===== config.mk =====
export PLATFORM = sky130hd
export DESIGN_NAME = pid_speed_controller
export DESIGN_NICKNAME = d
export VERILOG_FILES = /design/src/design/pid_sc_pkg.sv /design/src/design/pid_speed_controller.sv
export SDC_FILE = /design/constraint.sdc
export NUM_CORES = 2
export LEC_CHECK = 0
export BUFFER_PORTS_ARGS = -buffer_cell sky130_fd_sc_hd__buf_2
export CORE_ASPECT_RATIO = 1.1
export CORE_MARGIN = 1
export CORE_UTILIZATION = 57
export CTS_CLUSTER_DIAMETER = 200
export DETAILED_ROUTE_END_ITERATION = 10
export MAX_ROUTING_LAYER = met4
export PLACE_DENSITY = 0.73
export RECOVER_POWER = 50
export SYNTH_ARGS = -nofsm -noshare
export SYNTH_HDL_FRONTEND = slang
export SYNTH_SLANG_ARGS = --single-unit
export TNS_END_PERCENT = 50

===== constraint.sdc =====
create_clock -name i_clk -period 7.16 [get_ports i_clk]
set_input_delay 0.358 -clock i_clk [delete_from_list [all_inputs] [get_ports i_clk]]
set_output_delay 0.358 -clock i_clk [all_outputs]
set_load 0.01 [all_outputs]

===== src/design/pid_sc_pkg.sv =====
package pid_sc_pkg;

    // Fixed-point format of speeds and gains
    localparam int FRAC_BITS = 8;
    localparam int SHIFT     = 2 * FRAC_BITS;

    // Field widths
    localparam int SPEED_W = 16;
    localparam int GAIN_W  = 16;
    localparam int DUTY_W  = 16;
    localparam int MAXD_W  = 15;
    localparam int ERR_W   = SPEED_W + 1;
    localparam int DIFF_W  = ERR_W + 1;
    localparam int SUM_W   = 32;

    // Product and accumulator widths
    localparam int PP_W   = GAIN_W + ERR_W;
    localparam int PI_W   = GAIN_W + SUM_W;
    localparam int PD_W   = GAIN_W + DIFF_W;
    localparam int ACC_W  = PI_W + 2;
    localparam int QUOT_W = ACC_W - SHIFT;

    // Configuration port
    localparam int CFG_IDX_W  = 3;
    localparam int CFG_DATA_W = 16;

    localparam logic [CFG_IDX_W-1:0] REG_PROP_GAIN  = 3'd0;
    localparam logic [CFG_IDX_W-1:0] REG_INTEG_GAIN = 3'd1;
    localparam logic [CFG_IDX_W-1:0] REG_DERIV_GAIN = 3'd2;
    localparam logic [CFG_IDX_W-1:0] REG_MAX_DUTY   = 3'd3;

    localparam logic [MAXD_W-1:0] MAX_DUTY_RST = 15'd1000;

    typedef logic signed [SPEED_W-1:0] t_speed;
    typedef logic signed [GAIN_W-1:0]  t_gain;
    typedef logic signed [DUTY_W-1:0]  t_duty;

endpackage


===== src/design/pid_speed_controller.sv =====
// PID wheel-speed controller. Each input transaction carries a target and a
// measured speed (signed Q8.8) and yields exactly one output transaction, a
// signed duty command. The error (target - measured) feeds a saturating 32-bit
// integrator and a first difference against the previous error; the three
// terms are weighted by Q8.8 gains, summed exactly, truncated toward zero to
// an integer, saturated to 16 bits and then clamped to [0, max_duty] for a
// positive target or to [-max_duty, 0] otherwise. A transaction passes through
// the input register, the error/integrator stage, the multiplier stage, the
// accumulate stage and the clamp/output register. One transaction is accepted
// every cycle while o_in_stall is low; the integrator and previous-error
// registers update as each tick leaves the input register, so back-to-back
// ticks are handled at full rate. Each stage holds its contents only while the
// stage after it is full and stalled, so a waiting result does not block new
// input while bubbles remain. The user must write gains and max_duty through
// the configuration port only while the pipeline is empty; the block does not
// enforce this. Index 0 prop_gain, 1 integ_gain, 2 deriv_gain, 3 max_duty (15
// bits), other indexes are ignored. Reset clears the integrator and previous
// error, zeroes the gains and sets max_duty to 1000.
module pid_speed_controller
    import pid_sc_pkg::*;
(
    input  logic                  i_clk,
    input  logic                  i_rst_n,

    input  logic                  i_cfg_wr_en,
    input  logic [CFG_IDX_W-1:0]  i_cfg_index,
    input  logic [CFG_DATA_W-1:0] i_cfg_wdata,

    input  logic                  i_in_valid,
    output logic                  o_in_stall,
    input  logic [SPEED_W-1:0]    i_target_speed,
    input  logic [SPEED_W-1:0]    i_measured_speed,

    output logic                  o_out_valid,
    input  logic                  i_out_stall,
    output logic [DUTY_W-1:0]     o_duty
);

    // Configuration registers
    t_gain               r_prop_gain;
    t_gain               r_integ_gain;
    t_gain               r_deriv_gain;
    logic [MAXD_W-1:0]   r_max_duty;

    // Controller state
    logic signed [SUM_W-1:0] r_error_sum;
    logic signed [ERR_W-1:0] r_last_error;

    // Stage valid bits
    logic r_v1, r_v2, r_v3, r_v4, r_v5;

    // Stage 1: input register
    t_speed r_target1, r_measured1;
    // Stage 2: error, difference, integrator
    logic signed [ERR_W-1:0]  r_err2;
    logic signed [DIFF_W-1:0] r_diff2;
    logic signed [SUM_W-1:0]  r_sum2;
    logic                     r_pos2;
    // Stage 3: products
    logic signed [PP_W-1:0]   r_pp3;
    logic signed [PI_W-1:0]   r_pi3;
    logic signed [PD_W-1:0]   r_pd3;
    logic                     r_pos3;
    // Stage 4: exact sum
    logic signed [ACC_W-1:0]  r_acc4;
    logic                     r_pos4;
    // Stage 5: output register
    t_duty                    r_duty5;

    // Handshake: each stage loads when empty or when its content moves on
    logic rdy1, rdy2, rdy3, rdy4, rdy5;
    logic mv1, mv2, mv3, mv4;
    logic in_accept;

    assign rdy5 = !r_v5 || !i_out_stall;
    assign mv4  = r_v4 && rdy5;
    assign rdy4 = !r_v4 || mv4;
    assign mv3  = r_v3 && rdy4;
    assign rdy3 = !r_v3 || mv3;
    assign mv2  = r_v2 && rdy3;
    assign rdy2 = !r_v2 || mv2;
    assign mv1  = r_v1 && rdy2;
    assign rdy1 = !r_v1 || mv1;

    assign o_in_stall  = !rdy1;
    assign in_accept   = i_in_valid && rdy1;
    assign o_out_valid = r_v5;
    assign o_duty      = r_duty5;

    // Stage 2 logic: error, first difference, saturating integrator
    logic signed [ERR_W-1:0]  n_err;
    logic signed [DIFF_W-1:0] n_diff;
    logic signed [SUM_W:0]    sum_wide;
    logic signed [SUM_W-1:0]  n_sum;
    logic                     n_pos;

    always_comb begin
        n_err    = {r_target1[SPEED_W-1], r_target1} - {r_measured1[SPEED_W-1], r_measured1};
        n_diff   = {n_err[ERR_W-1], n_err} - {r_last_error[ERR_W-1], r_last_error};
        sum_wide = {r_error_sum[SUM_W-1], r_error_sum}
                 + {{(SUM_W + 1 - ERR_W){n_err[ERR_W-1]}}, n_err};
        // Clip to the signed 32-bit range on overflow
        if (sum_wide[SUM_W] != sum_wide[SUM_W-1]) begin
            n_sum = sum_wide[SUM_W] ? {1'b1, {(SUM_W-1){1'b0}}} : {1'b0, {(SUM_W-1){1'b1}}};
        end else begin
            n_sum = sum_wide[SUM_W-1:0];
        end
        n_pos = !r_target1[SPEED_W-1] && (|r_target1);
    end

    // Stage 3 logic: one multiplier per term
    logic signed [PP_W-1:0] n_pp;
    logic signed [PI_W-1:0] n_pi;
    logic signed [PD_W-1:0] n_pd;

    always_comb begin
        n_pp = PP_W'(r_prop_gain) * PP_W'(r_err2);
        n_pi = PI_W'(r_integ_gain) * PI_W'(r_sum2);
        n_pd = PD_W'(r_deriv_gain) * PD_W'(r_diff2);
    end

    // Stage 4 logic: exact sum of the three terms
    logic signed [ACC_W-1:0] n_acc;

    always_comb begin
        n_acc = {{(ACC_W - PP_W){r_pp3[PP_W-1]}}, r_pp3}
              + {{(ACC_W - PI_W){r_pi3[PI_W-1]}}, r_pi3}
              + {{(ACC_W - PD_W){r_pd3[PD_W-1]}}, r_pd3};
    end

    // Stage 5 logic: truncate toward zero, saturate, direction clamp
    logic signed [ACC_W-1:0]  biased;
    logic signed [QUOT_W-1:0] quot;
    t_duty                    sat;
    t_duty                    lim;
    t_duty                    n_duty;

    always_comb begin
        // Bias negative values so the floor shift rounds toward zero
        biased = r_acc4 + (r_acc4[ACC_W-1] ? {{(ACC_W - SHIFT){1'b0}}, {SHIFT{1'b1}}}
                                           : {ACC_W{1'b0}});
        quot   = biased[ACC_W-1:SHIFT];
        if (quot > QUOT_W'(signed'(32'sd32767))) begin
            sat = 16'sh7FFF;
        end else if (quot < QUOT_W'(signed'(-32'sd32768))) begin
            sat = 16'sh8000;
        end else begin
            sat = quot[DUTY_W-1:0];
        end
        lim = {1'b0, r_max_duty};
        if (r_pos4) begin
            if (sat < 16'sd0) begin
                n_duty = '0;
            end else if (sat > lim) begin
                n_duty = lim;
            end else begin
                n_duty = sat;
            end
        end else begin
            if (sat > 16'sd0) begin
                n_duty = '0;
            end else if (sat < -lim) begin
                n_duty = -lim;
            end else begin
                n_duty = sat;
            end
        end
    end

    // Control state: valid bits, controller state, configuration
    always_ff @(posedge i_clk) begin
        if (!i_rst_n) begin
            r_v1         <= 1'b0;
            r_v2         <= 1'b0;
            r_v3         <= 1'b0;
            r_v4         <= 1'b0;
            r_v5         <= 1'b0;
            r_error_sum  <= '0;
            r_last_error <= '0;
            r_prop_gain  <= '0;
            r_integ_gain <= '0;
            r_deriv_gain <= '0;
            r_max_duty   <= MAX_DUTY_RST;
        end else begin
            if (rdy1) r_v1 <= in_accept;
            if (rdy2) r_v2 <= mv1;
            if (rdy3) r_v3 <= mv2;
            if (rdy4) r_v4 <= mv3;
            if (rdy5) r_v5 <= mv4;

            // Advance the integrator and previous error as each tick leaves stage 1
            if (mv1) begin
                r_error_sum  <= n_sum;
                r_last_error <= n_err;
            end

            if (i_cfg_wr_en) begin
                unique case (i_cfg_index)
                    REG_PROP_GAIN:  r_prop_gain  <= i_cfg_wdata[GAIN_W-1:0];
                    REG_INTEG_GAIN: r_integ_gain <= i_cfg_wdata[GAIN_W-1:0];
                    REG_DERIV_GAIN: r_deriv_gain <= i_cfg_wdata[GAIN_W-1:0];
                    REG_MAX_DUTY:   r_max_duty   <= i_cfg_wdata[MAXD_W-1:0];
                    default: ;
                endcase
            end
        end
    end

    // Payload registers
    always_ff @(posedge i_clk) begin
        if (in_accept) begin
            r_target1   <= i_target_speed;
            r_measured1 <= i_measured_speed;
        end
        if (mv1) begin
            r_err2  <= n_err;
            r_diff2 <= n_diff;
            r_sum2  <= n_sum;
            r_pos2  <= n_pos;
        end
        if (mv2) begin
            r_pp3  <= n_pp;
            r_pi3  <= n_pi;
            r_pd3  <= n_pd;
            r_pos3 <= r_pos2;
        end
        if (mv3) begin
            r_acc4 <= n_acc;
            r_pos4 <= r_pos3;
        end
        if (mv4) begin
            r_duty5 <= n_duty;
        end
    end

endmodule

==> metrics.md <==
| Metric | Value |
|---|---|
| Leak Pwr | 27.60 nW |
| Avg Cell Area, Syn | 9.625 sq um |
| Ys async rst share | 0 |
| Avg WL per Cell | 19.89 um |
| Crit Path Class | reg -> reg |
| Post-synthesis cell count | 6300 |
| Post-synth top area share | 0.3645 |
| Gpl congestion | 0.9555 |
| Initial Util | 0.5744 |
| Clock Path Buffers | 3 |
| GR Overflow Total | 0 |
| Die width | 313.0 um |
| Mux share of post-synthesis cell area | 0.001217 |
| Reg power frac | 0.308 |
| Synth Area in XOR/XNOR | 0.03599 |
| Period utilization | 0.9679 |
| CTS Buf Count | 51 |
| CTS tree | yes |
| Logic pwr share | 0.416 |
| DRC | 0 |
| Final #Nets | 8036 |
| Max Slew Vio Count | 350 |
| Most common cell in the synthesized netlist | inv_1 |
| Number of synthesized register bits | 400 |
| Fillers | 8745 |
| Synth unique cells | 99 |
| DRT Pass-1 Iters | 6 |
| Tot GR Track Use | 0.3121 |
| Worst-case reg-to-reg path depth | 25 |
| Largest family of logic cells by synthesized area | adder cells |
| Post-route cell area | 65710 sq um |
| Area Growth Syn to Fin | 8.373% |
| Htree depth | 2 |
| Least-Margin Pin Slew | 4.123 ns |
| Net count after synthesis | 7903 |
| Peak supply drop | 194.2 uV |
| Std-Cell Core Area | 105600 sq um |
| Worst-skew pair later-pin latency | 0.64 ns |
| Endpoints failing hold | 0 |
| First-pass GRT wire length | 252.6 mm |
| Port Buffer Count | 73 |
| CP Max Fanout | 8 |
| Share of post-route cells with drive strength above 1 | 0.06487 |
| Skew final | 0.02504 ns |
| CP required | 7.55 ns |
| I/O Pins | 74 |
| Biggest area consumer among synthesized cells | fa_1 |
| Synth Flop Type | edfxtp_1 |
| Post-Syn Area | 60640 sq um |
| Detailed Place HPWL | 128.2 mm |
| Largest cells by area after synthesis | fa_1 36%, edfxtp_1 14%, ha_1 9.1% |
| Synth cell count leaders | 1199 x inv_1, 1104 x fa_1, 911 x nand2_1, 443 x ha_1, 398 x and2_1 |
| WP data arrival | 7.32 ns |
| Maximum number of pins on one net before global-route repair | 85 |
| Placed inst area | 63470 sq um |
| Post-DRT Antenna Nets | 0 |
| RSZ-0062 raised after global routing | true |
| Minimum hold slack | 0.1289 ns |
| Sequential area share after synthesis | 0.1788 |
| Hold crit path type | in -> reg |
| Vias in the first global route | 46900 |
| Util after Layout | 0.6225 |
| Die height | 344.1 um |
| Clock slew at reported path FFs | 0.07 ns |
| Synth Area in Simple Gates | 0.1464 |
| # rows | 125 |
| Internal cell power | 6.094 mW |
| Pwr Density | 153.5 nW/um^2 |
| Minimum clock period | 6.931 ns |
| Failing checks | capacitance limit, slew limit |
| Number of vias per cell | 5.614 |
| Number of flops mapped to enable cells by yosys | 283 |
| Slew headroom | -1.749 |
| Clk pwr share | 0.277 |
| Hold path depth | 3 |
| Synth Area in Adders | 0.4587 |
| Outcome | finished, violations left |
| Compound-gate portion of the synthesized area | 0.08959 |
| Max Cap Viol | 7 |
| Initial antenna violation count | 13 |
| Worst Setup Start Kind | flip-flop |
| Detailed-route via count | 44240 |
| Detailed-route wire length | 156.7 mm |
| CTS sink cnt | 400 |
| Synthesis Warnings | 0 |
| NetSw | 3.996 mW |
| Fmax | 0.1443 GHz |
| Setup crit end kind | flip-flop |
| Die area | 107700 sq um |
| Starting DRT DRC Count | 3195 |
| Clock root buffer | clkbuf_16 |
| Final Setup Violations | 0 |
| Switching share of power | 0.3960 |
[state kept, by name (all words and copies together) (netlist names), 18 cells and up]
register,cells
r_acc4,50
r_pi3,48
r_pd3,34
r_pp3,33
r_error_sum,32
r_sum2,32
r_diff2,18
[through the flow]
step	worst slack [ns]	total power, mW	setup TNS (ns)	std cells
2_1_floorplan	0.5507	5.771	0	6300
3_3_place_gp	0.2258	7.119	0	7735
3_5_place_dp	0.04505	7.206	0	7735
4_1_cts	0.03011	10.05	0	7863
5_1_grt	-0.08005	10.65	-0.1120	7878
6_report	0.2295	10.09	0	7879
[worst max-delay path, cell delays in order, from the launching register on]
cell and delay (ns):
edfxtp_1 0.55, nand2_1 0.15, fa_1 0.56, inv_1 0.05
fa_1 0.48, inv_1 0.05, fa_1 0.50, inv_1 0.05
fa_1 0.53, inv_1 0.06, fa_1 0.49, inv_1 0.06
fa_1 0.45, ha_1 0.33, inv_1 0.13, o21bai_1 0.11
a2111oi_2 0.43, o32ai_2 0.17, o2111ai_2 0.25, a311oi_1 0.13
buf_4 0.16, a41o_1 0.25, o211ai_1 0.29, o21ai_0 0.16
a21oi_1 0.19, xnor2_1 0.08
[power groups by stage]
stage          sequential (mW)  clock [mW]  combinational (mW)
2_1_floorplan             3.01           0                2.76
3_3_place_gp              3.14           0                3.98
3_5_place_dp              3.15           0                4.06
4_1_cts                   3.10        2.84                4.12
5_1_grt                   3.12        2.91                4.61
6_report                  3.11        2.79                4.19
[area by class of cell]
| cell class | count | area, sq um | share of cell area |
|---|---|---|---|
| clock buffers | 57 | 1340 | 0.02039 |
| flip-flops and latches | 400 | 10850 | 0.1650 |
| clock inverters | 37 | 473.0 | 0.007197 |
| inverters | 1201 | 4509 | 0.06862 |
| diodes | 8 | 20.02 | 0.0003046 |
| well taps | 1397 | 1748 | 0.02660 |
| multi-input cells | 4469 | 44480 | 0.6769 |
| repair buffers | 310 | 2296 | 0.03494 |
[placed cells by master, fill, tap and decap left out, types with 85 or more instances in the layout]
| cell type | instances |
|---|---|
| ha_1 | 443 |
| fa_1 | 1104 |
| xnor2_1 | 193 |
| buf_4 | 184 |
| nand2b_1 | 85 |
| inv_1 | 1199 |
| nor2_1 | 183 |
| edfxtp_1 | 283 |
| o21ai_0 | 142 |
| and2_1 | 388 |
| a21oi_1 | 181 |
| nand2_1 | 911 |
| dfxtp_1 | 113 |
| a21o_1 | 92 |
[per-layer routing]
layer  share of wire  vias up  GRT usage
met4           0.042        0     0.1173
met5               0        -          -
met2            0.49     1650     0.5164
met3           0.077      350    0.04882
met1            0.40    22210     0.3875
li1                -    20020          -
[final timing paths]
kind	endpoint	start	slack, ns
max	r_pd3[32]$_DFFE_PP_	r_diff2[10]$_DFFE_PP_	0.23
min	r_prop_gain[15]$_SDFFE_PN0P_	i_cfg_wdata[15]	0.13
max reg2reg	r_pd3[32]$_DFFE_PP_	r_diff2[10]$_DFFE_PP_	0.23
min reg2reg	r_error_sum[16]$_SDFFE_PN0P_	r_error_sum[16]$_SDFFE_PN0P_	0.46
[kinds of logic (layout without fill, tap and decap cells)]
family,count (synthesis),count (layout)
buffers and inverters,1431,1605
muxes,7,7
adders and majority gates,1564,1564
xor gates and xnor gates,247,247
AOI/OAI and AO/OA,786,786
and+or+nand+nor,1865,1865
other,0,8
DFF,400,400
[what timing repair did]
action	4_1_cts	5_1_grt
setup buffers	0	8
hold endpoints to repair	34	0
resized for setup	0	20
hold buffers	34	0
endpoints found under the setup margin	0	59
Power figures use the tool's default switching activity.
